==> src/sv/rlbc_pkg.sv <==
package rlbc_pkg;

  localparam int unsigned AddrW  = 48;
  localparam int unsigned SizeW  = 40;
  localparam int unsigned CapW   = 46;
  localparam int unsigned CountW = 16;
  localparam int unsigned FactW  = 5;
  localparam int unsigned StatW  = 3;
  localparam int unsigned MaxResults = 32;

  localparam logic [1:0] OpInsert  = 2'd0;
  localparam logic [1:0] OpAcquire = 2'd1;
  localparam logic [1:0] OpRelease = 2'd2;
  localparam logic [1:0] OpEvict   = 2'd3;

  localparam logic [StatW-1:0] StOk        = 3'd0;
  localparam logic [StatW-1:0] StNotFound  = 3'd1;
  localparam logic [StatW-1:0] StNoSlot    = 3'd2;
  localparam logic [StatW-1:0] StDuplicate = 3'd3;
  localparam logic [StatW-1:0] StUnderflow = 3'd4;
  localparam logic [StatW-1:0] StNoEvict   = 3'd5;

  localparam logic RegCapacity = 1'b0;
  localparam logic RegFactor   = 1'b1;

  typedef struct packed {
    logic [1:0]       operation;
    logic [AddrW-1:0] address;
    logic [SizeW-1:0] size;
    logic             is_write;
  } req_t;

  typedef struct packed {
    logic [StatW-1:0]  status;
    logic [CountW-1:0] use_count;
    logic              full_flag;
    logic [AddrW-1:0]  evicted_address;
    logic [SizeW-1:0]  evicted_size;
    logic              needs_writeback;
    logic              fits_request;
    logic              reuse_valid;
    logic [AddrW-1:0]  reuse_address;
    logic              last;
  } result_t;

  // one cached block as held in a cell
  typedef struct packed {
    logic              valid;
    logic [AddrW-1:0]  key;
    logic [SizeW-1:0]  size;
    logic              dirty;
    logic [CountW-1:0] refs;
  } entry_t;

  // command from the sequencer to every cell
  typedef struct packed {
    logic       shift;     // compact: cells at or above sel take their upper neighbour
    logic       insert;    // first free cell loads new block
    logic       ref_inc;
    logic       ref_dec;
    logic       move_mru;  // selected block rotated to the top
  } cell_cmd_t;

endpackage

==> src/sv/rlbc_cell.sv <==
// one slot of the LRU row; lower index is older
module rlbc_cell (
  input  logic                 clk,
  input  logic                 rst,
  input  rlbc_pkg::cell_cmd_t  cmd,
  input  logic                 at_sel,     // this cell is the selected one
  input  logic                 above_sel,  // this cell is above the selected one
  input  logic                 is_top,     // last valid (or first free) target
  input  rlbc_pkg::entry_t     upper,      // neighbour toward MRU
  input  rlbc_pkg::entry_t     sel_entry,  // selected block, for move to MRU
  input  rlbc_pkg::entry_t     new_entry,
  output rlbc_pkg::entry_t     ent
);

  rlbc_pkg::entry_t upd;

  always_comb begin
    upd = sel_entry;
    if (cmd.ref_inc && upd.refs != '1) upd.refs = upd.refs + 1'b1;
  end

  always_ff @(posedge clk) begin
    if (rst) begin
      ent.valid <= 1'b0;
    end else if (cmd.insert && is_top) begin
      ent <= new_entry;
    end else if (cmd.ref_dec && at_sel) begin
      ent.refs <= ent.refs - 1'b1;
    end else if (cmd.move_mru && is_top) begin
      ent <= upd;
    end else if ((cmd.shift || cmd.move_mru) && (at_sel || above_sel)) begin
      ent <= upper;
    end
  end

endmodule

==> config.mk <==
export PLATFORM = sky130hd
export DESIGN_NAME = rlbc_cell
export DESIGN_NICKNAME = d
export VERILOG_FILES = /design/src/sv/rlbc_pkg.sv /design/src/sv/rlbc_cell.sv
export SDC_FILE = /design/constraint.sdc
export NUM_CORES = 1
export LEC_CHECK = 0
export BUFFER_PORTS_ARGS = -buffer_cell sky130_fd_sc_hd__buf_4
export CAP_MARGIN = 25
export CORE_AREA = 4 4 167 169
export CTS_BUF_LIST = sky130_fd_sc_hd__clkbuf_8
export CTS_CLUSTER_SIZE = 30
export DETAILED_ROUTE_END_ITERATION = 7
export DIE_AREA = 0 0 171 173
export GPL_TIMING_DRIVEN = 0
export PLACE_DENSITY_LB_ADDON = 0.08
export SYNTH_ARGS = -nofsm -noshare
export SYNTH_HDL_FRONTEND = slang
export SYNTH_SLANG_ARGS = --single-unit
==> constraint.sdc <==
create_clock -name clk -period 10 [get_ports clk]
set_clock_uncertainty 0.2 [all_clocks]
set_input_delay 1 -clock clk [delete_from_list [all_inputs] [get_ports clk]]
set_output_delay 1 -clock clk [all_outputs]
set_load 0.005 [all_outputs]
* After elaboration in Yosys (flattened, before gate mapping)
Index checks and enable logic that the tools add are counted.
** Word-level totals
- Flip-flop bits (word level) :: 106
- Latch bits :: 0
- Logic and storage cells :: 28
- RAM bits :: 0
- Memories kept :: 0
- ROM bits :: 0
** Cells by class
- Add/sub/neg operators :: 2
- Bitwise operators :: 1
- Multiply operators :: 0
- Shift-type cells :: 0
- Equal/unequal tests :: 2
- Divide/modulo/power cells :: 0
- Mux-type cells :: 6
- $lt $le $gt $ge :: 0
- Reductions and logical operators :: 12
** Operators with widths (count)
- 2-to-1 mux 106 bit :: 3
- 2-to-1 mux 90 bit :: 1
- 2-to-1 mux 16 bit :: 2
- adder 16 x 1 -> 16 bit, second input constant :: 1
- != test 16 bit, second input constant :: 1
- subtractor 16 x 1 -> 16 bit, second input constant :: 1
- logical AND 1 bit :: 5
- AND reduction 2 bit :: 2
- nonzero test 4 bit :: 1
- AND reduction 3 bit :: 1
- nonzero test 3 bit :: 1
- logical OR 1 bit :: 2
- != test 2 bit, second input constant :: 1
- inverter 1 bit :: 1

* Longest topological paths before layout
Gate-level depths: netlist (run 1).
- Word-level depth :: 6
- Mapped depth :: 7
- Depth with buffers taken out :: 6

* Least setup slack after synthesis (run 1)
Ideal clock, no wire load.
- Path type :: input to register
- Start :: in is_top
- End :: reg ent[100] in the netlist's numbering, enable pin
- Library setup time :: 549 ps
- Path slack :: 3634 ps
- Buffers on the path :: 1
- Cell stages on the path :: 5
- Arrival :: 5617 ps
- Data required time :: 9251 ps
- Path through :: and2_1 > clkbuf_1 > o32ai_1 > o21ai_0 > nor2b_1
** On the way
- Word-level cells in the longest chain between the ends :: 3
- Elaborated cells between the ends (all ways) :: 5
- Those cells by class :: eq/ne (1); reduce/logical (4)
** RTL lines
- from (decl) :: RTL line rlbc_cell.sv:8 : input logic is_top,
- logical AND 1 bit (on tied branches) :: RTL line rlbc_cell.sv:25, rlbc_cell.sv:29
- != test 2 bit (no source line) / nonzero test 3 bit (equally long branches)
- AND reduction 3 bit (no source line) (*)
- to (signal assigned) :: RTL line rlbc_cell.sv:26 : ent <= new_entry;
- to (signal assigned) :: RTL line rlbc_cell.sv:30 : ent <= upd;
- to (signal assigned) :: RTL line rlbc_cell.sv:32 : ent <= upper;
- to (decl) :: RTL line rlbc_cell.sv:12 : output rlbc_pkg::entry_t ent
Every way passes the cells marked *; elsewhere a longest branch is shown, timed or not.
A chain may end at the register's enable or synchronous reset.

* Final worst setup path (run 1)
- Start :: in is_top
- End :: reg ent[81] in the netlist's numbering, enable pin
Same word-level chain as after synthesis.

==> metrics.txt, run 1 <==
Root Buffer clkbuf_8; register area share after synthesis 51.9%; Die Footprint roughly 30,000 um^2; Hold Crit Class reg2reg; most frequent cells after synthesis nand2_1, nor2_1, edfxtp_1; DRC violations left 0; core area 26,600 um^2; TritonCTS Buffers 9; min Tclk post-route 3.35 ns; largest registers ent: 106 flops; RSZ-0062 raised after global routing false; worst-skew pair later-pin latency 0.38 ns; vias in the first global route 6,947; worst path required time 9.90 ns; total power ~1.2 mW; DP Wirelength 24,700 um; vias per inst about 4.7; grt met2 use between 30% and 40%; placed cell count 1,472; Die Ht around 170 um; fin crit share 33.5%; CP bufs+invs 4; PortBufs about 430; Slew @ Worst Pin 0.890 ns; largest net degree at the start of global routing 32; Slew Viols, Final 0; final hold vios 0; clock sink count 106; htree depth 3; Clock Path Buffers 2; Worst path most repeated cell buf_16; All-Layer GR Usage 19.5%; I/O pins 434; Avg Cell Area, Syn around 8.8 um^2; Worst setup SP type input pin; Worst Slack Setup Final about 6.7 ns; WL/cell 20.6 um; slowest CP cell nor2b_4; layout overhead on the synthesized area 64.7%; most frequent cell after synthesis nand2_1; Largest register FFs approximately 110; Max-Cap Viols 0; Final setup viols 0; leading area contributor after synthesis edfxtp_1; Post-Syn Area 6110 um^2; Power Density between 100 and 150 nW/um^2; ys flop type edfxtp_1; Ys Warns 0; Post-Syn Nets 1,025; Nets approximately 1,500; EDFF count, synth 105; Initial DRC Count 414; global routing's busiest layer met2; Worst slew margin 40.7%; GRT overflow 0; CP max FO 23; row count 60; Synth async-reset ratio 0%; number of setup buffers added after CTS 0; number of routed nets with antenna violations 0; CP cell instances buf_4 > and2_1 > clkbuf_1 > o32ai_1 > o21ai_0 > nor2b_4 > buf_16 > buf_16; Largest stage delay, worst path approximately 0.78 ns; Final Wtd Congestion 0.851; Yosys cell types 56; post-synth top area share 51.6%; dpl ws ~6.2 ns; synth top area cells edfxtp_1, nand2_1, a31oi_1, nor2_1, clkbuf_1; DR pass1 iterations 5; VDD IR max 0.0526 mV; Final Instance Count excl. Fillers 1,489; initial antenna violation count 1; status completed; CTS resizes 0; setup_tns 0 ns; grt met1 use 24.8%; share of cells above drive strength 1 40.7%; endpoint class of the critical path flop; Crit Path Category in2reg; P_leak 4.38 nW; CTS tree built; Max Freq 0.299 GHz; initial core utilization around 23%; GR met3 Demand/Resource between 4 and 5%; Seq cells post-synth 106; register bank with the most flops ent; vias post-DR just under 7,000; delay-heaviest family, CP simple AND/OR/NAND/NOR gates; Arrival @ worst endpoint 3.24 ns; die width 171 um; first-pass GRT wire length 44,000 um; Clk pin slew, worst setup/hold paths 0.11 ns; Syn Inst Count 695; cts hold-fix bufs 0; Detailed Route WL 30,700 um
-- cells in the final DEF, fill, tap and decap left out, types with 6 or more instances in the layout --
cell / count
nand2_1: 203
nand3_1: 11
o21ai_0: 10
clkbuf_1: 44
clkbuf_8: 9
buf_4: 432
nand4_1: 6
nor2_1: 108
edfxtp_1: 105
or3_1: 6
nor3_1: 7
a21oi_1: 8
xor2_1: 8
a31oi_1: 93
xnor2_1: 9
-- path summary, 6_finish.rpt --
kind / endpoint / depth (start not counted) / slack, ns / start
worst max-delay path: ent[81] / 8 / 6.65 / is_top
worst min-delay path: ent[105] / 2 / 0.31 / ent[105]
worst max register to register: ent[10] / 5 / 7.66 / ent[4]
worst min register to register: ent[105] / 2 / 0.31 / ent[105]
-- metal layers --
layer,up-vias,part of all wire (%)
met5,-,0
met4,0,1.4
met3,21,7.6
met2,295,50
met1,3226,41
li1,3411,-
-- cell families (layout without fill, tap and decap cells) --
logic type,count (synthesis),in the layout,share of synthesized area [%]
AND/OR/NAND/NOR,364,364,24.9
AO/OA/AOI/OAI,149,149,16.3
flip-flops,106,106,51.9
buffers and inverters,55,507,3.68
XOR/XNOR,17,17,2.44
adder cells (fa/ha/maj),2,2,0.409
multiplexers,2,2,0.327
other,0,1,0
-- worst reg2reg max path: cells and delay by family (launching register included) --
kind            cells  cell delay [ns]
simple gates        3             0.91
flops               1             0.51
compound gates      1             0.32
xor+xnor            1             0.13
-- per-stage QoR --
step	instance area, um^2	util (%)	hold slack, ns
finish	10100	37.9	0.314
global route	10100	37.9	0.373
CTS	10100	37.9	0.312
detailed placement	9890	37.2	0.289
global placement	9780	36.8	0.279
floorplan	6110	-	0.285
-- layout make-up --
cell class	instances	area [um^2]
fillers	2867	16500
flip-flops and latches	106	3170
diodes	1	2.50
well taps	341	427
plain buffers	51	210
clock buffers	9	124
clock inverters	7	58.8
repair buffers	436	3330
inverters	4	15.0
multi-input cells	534	2730
-- power by group --
group          internal [mW]  switching (mW)
clock network         0.0933           0.172
logic                  0.185           0.152
registers              0.549          0.0192
total                  0.828           0.343
Note: power is estimated with default switching activity, not from simulation.
==> inputs of run 2 (changes only) <==
--- a/config.mk
+++ b/config.mk
@@ -7,11 +7,11 @@
 export LEC_CHECK = 0
 export BUFFER_PORTS_ARGS = -buffer_cell sky130_fd_sc_hd__buf_4
 export CAP_MARGIN = 25
-export CORE_AREA = 4 4 167 169
+export CORE_AREA = 4 4 166 168
 export CTS_BUF_LIST = sky130_fd_sc_hd__clkbuf_8
 export CTS_CLUSTER_SIZE = 30
 export DETAILED_ROUTE_END_ITERATION = 7
-export DIE_AREA = 0 0 171 173
+export DIE_AREA = 0 0 170 172
 export GPL_TIMING_DRIVEN = 0
 export PLACE_DENSITY_LB_ADDON = 0.08
 export SYNTH_ARGS = -nofsm -noshare
==> constraint.sdc (replaced) <==
create_clock -name clk -period 3.1 [get_ports clk]
set_clock_uncertainty 0.2 [all_clocks]
set_input_delay 0.31 -clock clk [delete_from_list [all_inputs] [get_ports clk]]
set_output_delay 0.31 -clock clk [all_outputs]
set_load 0.005 [all_outputs]
==> metrics.txt, run 2 (synthesis gave the netlist of run 1 again) <==
endpoint class of the critical path flop; vias in the first global route 6,828 (-1.7%); Arrival @ worst endpoint 2.57 ns (-0.67 ns); worst-skew pair later-pin latency 0.38 ns (about the same); Slew Viols, Final 0 (unchanged); Nets 1,479 (+0.48%); placed inst area 9870 um^2 (-0.19%); CP max FO 23 (unchanged); CTS resizes 0 (unchanged); Final setup viols 0 (unchanged); initial core utilization 23.6% (+0.59 points); Worst setup SP type input pin; Clk pin slew, worst setup/hold paths 0.12 ns (about the same); ANT cells 0 (-1); DP Wirelength 24,400 um (-1.2%); Initial DRC Count 395 (-4.6%); Root Buffer clkbuf_8; min Tclk post-route 2.66 ns; hold_sp new_entry[10]; TritonCTS Buffers 9 (unchanged); GRT overflow 0 (unchanged); Critical R2R Launch ent[5]; Sw Share 29.0% (-0.29 points); Crit Path Category in2reg; DR pass1 iterations 4 (-1); first-pass GRT wire length 42,900 um (-2.6%); fin crit share 85.7%; initial antenna violation count 0 (-1); layout overhead on the synthesized area 66.0%; P_int 2.77 mW (+230%); share of cells above drive strength 1 40.6% (-0.16 points); PortBufs 432 (unchanged); fin util 39.2% (+1.3 points); commonest non-fill, non-tap cell in the layout buf_4; P_leak 4.42 nW (+0.94%); Detailed Route WL 30,700 um (+0.11%); WL/cell 20.6 um (+0.11%); Slew @ Worst Pin 0.944 ns (+0.0545 ns); core area 25,900 um^2 (-2.5%); Hold Crit Class in2reg; CTS tree built; DRC violations left 0 (unchanged); number of routed nets with antenna violations 0 (unchanged); Die Footprint 29,200 um^2 (-1.2%); fin area 10,200 um^2 (+0.80%); Largest register FFs 106 (unchanged); number of setup buffers added after CTS 0 (unchanged); row count 59 (-1.7%); largest registers ent: 106 flops; vias post-DR 6,971 (+0.26%); Max-Cap Viols 0 (unchanged); crit path from is_top; vias per inst 4.68 (+0.26%); Final Wtd Congestion 0.816 (-4.2%); worst path required time 3.02 ns (-6.88 ns); RSZ-0062 raised after global routing false; register bank with the most flops ent; VDD IR max 0.170 mV (+220%); Power Density 384 nW/um^2 (+230%); Logic pwr share 27.9% (-0.9 points); largest net degree at the start of global routing 30 (-6.3%); Die Ht 172 um (-0.58%); die width 170 um (-0.58%); switching pwr 1.13 mW (+230%); commonest cells after routing, fill and taps aside buf_4, nand2_1, nor2_1, edfxtp_1, a31oi_1; status completed; clock network power share 25.0% (+2.4 points); final hold vios 0 (unchanged); Fillers 2,750 (-4.1%); Seq pwr share 47.1% (-1.5 points); I/O pins 434 (unchanged); Worst slew margin 37.0% (-3.6 points); Max Freq 0.377 GHz; htree depth 3 (unchanged); clock sink count 106 (unchanged); All-Layer GR Usage 19.5% (-0.037 points); Clock Path Buffers 2 (unchanged)
-- run 2: what timing repair did --
| item | 4_1_cts | 5_1_grt |
|---|---|---|
| endpoints found under the hold margin | 7 | 0 |
| setup endpoints to repair | 0 | 0 |
| hold buffers | 7 | 0 |
-- run 2: per-stage QoR --
step / hold slack (ns) / total power [mW] / std cells / worst slack [ns] / setup TNS [ns]
after floorplan: 0.182 / 2.21 / 695 / 0.0906 / 0
after global placement: 0.287 / 2.95 / 1462 / -1.21 / -108.98
after detailed placement: 0.298 / 2.96 / 1466 / -0.0299 / -0.584
after CTS: 0.00506 / 3.95 / 1489 / 0.387 / 0
after global routing: 0.00290 / 4.10 / 1489 / 0.248 / 0
final: 0.0277 / 3.90 / 1489 / 0.445 / 0
-- run 2: worst max-delay path, stage by stage --
cell      delay [ns]
buf_4           0.09
and2_1          0.11
clkbuf_1        0.31
o32ai_1         0.21
o21ai_0         0.36
nor2b_4         0.68
buf_12          0.27
buf_16          0.19
-- run 2: worst paths after layout --
| kind | slack, ns | depth (start not counted) | to |
|---|---|---|---|
| max | 0.44 | 8 | ent[75] |
| min | 0.03 | 2 | ent[10] |
| max reg2reg | 0.80 | 5 | ent[10] |
| min reg2reg | 0.33 | 2 | ent[105] |
-- run 2: layout make-up --
type / instances / area, um^2 / area share [%]
Timing Repair Buffer: 443 / 3390 / 33.4
Sequential cell: 106 / 3170 / 31.3
Multi-Input combinational cell: 534 / 2730 / 26.9
Tap cell: 335 / 419 / 4.13
Buffer: 51 / 210 / 2.07
Clock buffer: 9 / 124 / 1.22
Clock inverter: 7 / 90.1 / 0.887
Inverter: 4 / 15.0 / 0.148
-- run 2: layer usage --
metal / global-route usage [%] / up-vias / routed length, um
li1: - / 3415 / -
met2: 33.4 / 304 / 15200
met5: 0 / - / 0
met4: 4.79 / 0 / 494
met1: 24.8 / 3223 / 12600
met3: 4.73 / 29 / 2320
-- run 2: power by group through the flow --
| stage | combinational (mW) | clock (mW) | sequential (mW) |
|---|---|---|---|
| finish | 1.09 | 0.975 | 1.84 |
| global route | 1.19 | 1.06 | 1.85 |
| global placement | 1.08 | 0 | 1.87 |
| CTS | 1.10 | 1.01 | 1.84 |
| floorplan | 0.330 | 0 | 1.88 |
| detailed placement | 1.09 | 0 | 1.87 |
==> inputs of run 3 (changes only) <==
--- a/config.mk
+++ b/config.mk
@@ -7,11 +7,11 @@
 export LEC_CHECK = 0
 export BUFFER_PORTS_ARGS = -buffer_cell sky130_fd_sc_hd__buf_4
 export CAP_MARGIN = 25
-export CORE_AREA = 4 4 166 168
+export CORE_AREA = 2 2 169 171
 export CTS_BUF_LIST = sky130_fd_sc_hd__clkbuf_8
 export CTS_CLUSTER_SIZE = 30
 export DETAILED_ROUTE_END_ITERATION = 7
-export DIE_AREA = 0 0 170 172
+export DIE_AREA = 0 0 171 173
 export GPL_TIMING_DRIVEN = 0
 export PLACE_DENSITY_LB_ADDON = 0.08
 export SYNTH_ARGS = -nofsm -noshare
==> constraint.sdc (replaced) <==
create_clock -name clk -period 2.7 [get_ports clk]
set_clock_uncertainty 0.2 [all_clocks]
set_input_delay 0.27 -clock clk [delete_from_list [all_inputs] [get_ports clk]]
set_output_delay 0.27 -clock clk [all_outputs]
set_load 0.005 [all_outputs]
==> metrics.txt, run 3 (synthesis gave the netlist of run 1 again) <==
final hold vios 0 (unchanged); largest registers ent: 106 flops; DR pass1 iterations 5 (+1); first-pass GRT wire length 42,900 um (about the same); largest net degree at the start of global routing 33 (+10%); Hold Slack 0.0285 ns (+0.000739 ns); Clock Path Buffers 2 (unchanged); worst reg2reg path endpoint ent[10]; Initial DRC Count 480 (+22%); Max Freq 0.406 GHz; CP max FO 10 (-57%); min Tclk post-route 2.47 ns; CTS tree built; Detailed Route WL 29,800 um (-2.9%); Slew @ Worst Pin 1.01 ns (+0.0673 ns); P_leak 4.55 nW (+2.9%); delay-heaviest family, CP buffers and inverters; setup_tns 0 ns (unchanged); htree depth 3 (unchanged); Final Wtd Congestion 0.857 (+5.1%); RSZ-0062 raised after global routing false; Largest register FFs 106 (unchanged); reg2reg path depth 5 (unchanged); fin area 10,500 um^2 (+3.6%); DP Wirelength 23,900 um (-2.3%); Nets 1,508 (+2.0%); layout overhead on the synthesized area 72.0%; Clk pin slew, worst setup/hold paths 0.12 ns (about the same); placed inst area 9950 um^2 (+0.84%); dpl ws -0.486 ns (-0.456 ns); Root Buffer clkbuf_8; Max-Cap Viols 0 (unchanged); vias per inst 4.55 (-2.8%); slowest CP cell clkbuf_1; CP cell instances buf_4 > nand2_1 > clkbuf_1 > clkbuf_2 > clkbuf_1 > a31oi_1; All-Layer GR Usage 19.3% (-0.15 points); register bank with the most flops ent; reg-to-reg slack, setup 0.36 ns (-0.44 ns); VDD IR max 0.257 mV (+51%); Worst slew margin 32.6% (-4.5 points); Slew Viols, Final 0 (unchanged); number of routed nets with antenna violations 0 (unchanged); WHS Path Cells 3 (+1); hold path endpoint ent[64]; clock sink count 106 (unchanged); Arrival @ worst endpoint 2.35 ns (-0.22 ns); status completed; Die Footprint 29,600 um^2 (+1.2%); worst-skew pair later-pin latency 0.39 ns (about the same); initial antenna violation count 2 (+2); fin crit share 91.3%; core area 27,600 um^2 (+6.6%); WL/cell 19.1 um (-7.5%); initial core utilization 22.1% (-1.5 points); DRC violations left 0 (unchanged); GRT overflow 0 (unchanged); hold_sp new_entry[64]; vias post-DR 7,109 (+2.0%); worst path required time 2.58 ns (-0.44 ns); vias in the first global route 7,056 (+3.3%); number of setup buffers added after CTS 0 (unchanged); Crit Path Category in2reg; commonest cells after routing, fill and taps aside buf_4, nand2_1, nor2_1, edfxtp_1, a31oi_1; Worst path most repeated cell clkbuf_1; I/O pins 434 (unchanged); Critical R2R Launch ent[5]; share of cells above drive strength 1 40.0% (-0.57 points); TritonCTS Buffers 9 (unchanged); Worst Slack Setup Final 0.234 ns (-0.211 ns); commonest non-fill, non-tap cell in the layout buf_4; Largest stage delay, worst path 0.61 ns (-0.07 ns); Power Density 425 nW/um^2 (+11%); die width 171 um (+0.59%); PortBufs 432 (unchanged); row count 61 (+3.4%); CP bufs+invs 4 (unchanged); Die Ht 173 um (+0.58%); endpoint class of the critical path flop; Final setup viols 0 (unchanged); Worst setup SP type input pin; Hold Crit Class in2reg
==> run 3: cell types whose count changed in the layout (fill, tap and decap cells not counted), moves of 2 or more <==
cell           change
clkbuf_1           -3
diode_2            +2
inv_6              +2
dlygate4sd3_1     +29
clkbuf_2           +2
==> run 3: through the flow <==
step	instances	utilization (%)	power, mW
2_1_floorplan	695	-	2.55
3_3_place_gp	1505	35.7	3.40
3_5_place_dp	1509	36.0	3.41
4_1_cts	1561	38.0	4.55
5_1_grt	1562	38.0	4.70
6_report	1563	38.1	4.47
==> run 3: power breakdown <==
group / internal (mW) / leakage (nW) / switching, mW / total, mW
registers: 2.03 / 1.01 / 0.0721 / 2.11
clock network: 0.439 / 0.105 / 0.629 / 1.07
logic: 0.719 / 3.44 / 0.572 / 1.29
==> run 3: worst max path at each step <==
stage / startpoint / end / slack, ns / depth (start not counted)
floorplan: is_top / ent[100] / -0.09 / 5
global placement: is_top / ent[97] / -1.21 / 5
detailed placement: is_top / ent[98] / -0.49 / 6
CTS: is_top / ent[98] / 0.18 / 6
global route: cmd[3] / ent[98] / 0.14 / 6
finish: is_top / ent[98] / 0.23 / 6
==> run 3: cell type report <==
class	instances	area [um^2]
plain buffers	51	223
flip-flops and latches	106	3170
clock buffers	9	124
clock inverters	7	75.1
diodes	2	5.00
repair buffers	472	3670
inverters	4	15.0
multi-input cells	534	2750
fillers	2941	17100
well taps	378	473
==> run 3: what timing repair did <==
| item | CTS | global route |
|---|---|---|
| endpoints found under the setup margin | 1 | 0 |
| hold endpoints to repair | 36 | 0 |
| hold buffers | 36 | 0 |
| gates resized for setup | 1 | 0 |
==> run 3: per-layer routing <==
layer | GRT usage [%] | routed length (um) | vias up
met1 | 23.7 | 12300 | 3310
met5 | 0 | 0 | -
li1 | - | - | 3476
met2 | 33.6 | 14800 | 291
met4 | 6.18 | 616 | 0
met3 | 4.05 | 2140 | 32
==> run 3: worst min-delay path, cell delays in order <==
cell and delay (ns):
buf_4 0.08, nor2_1 0.03, a31oi_1 0.13
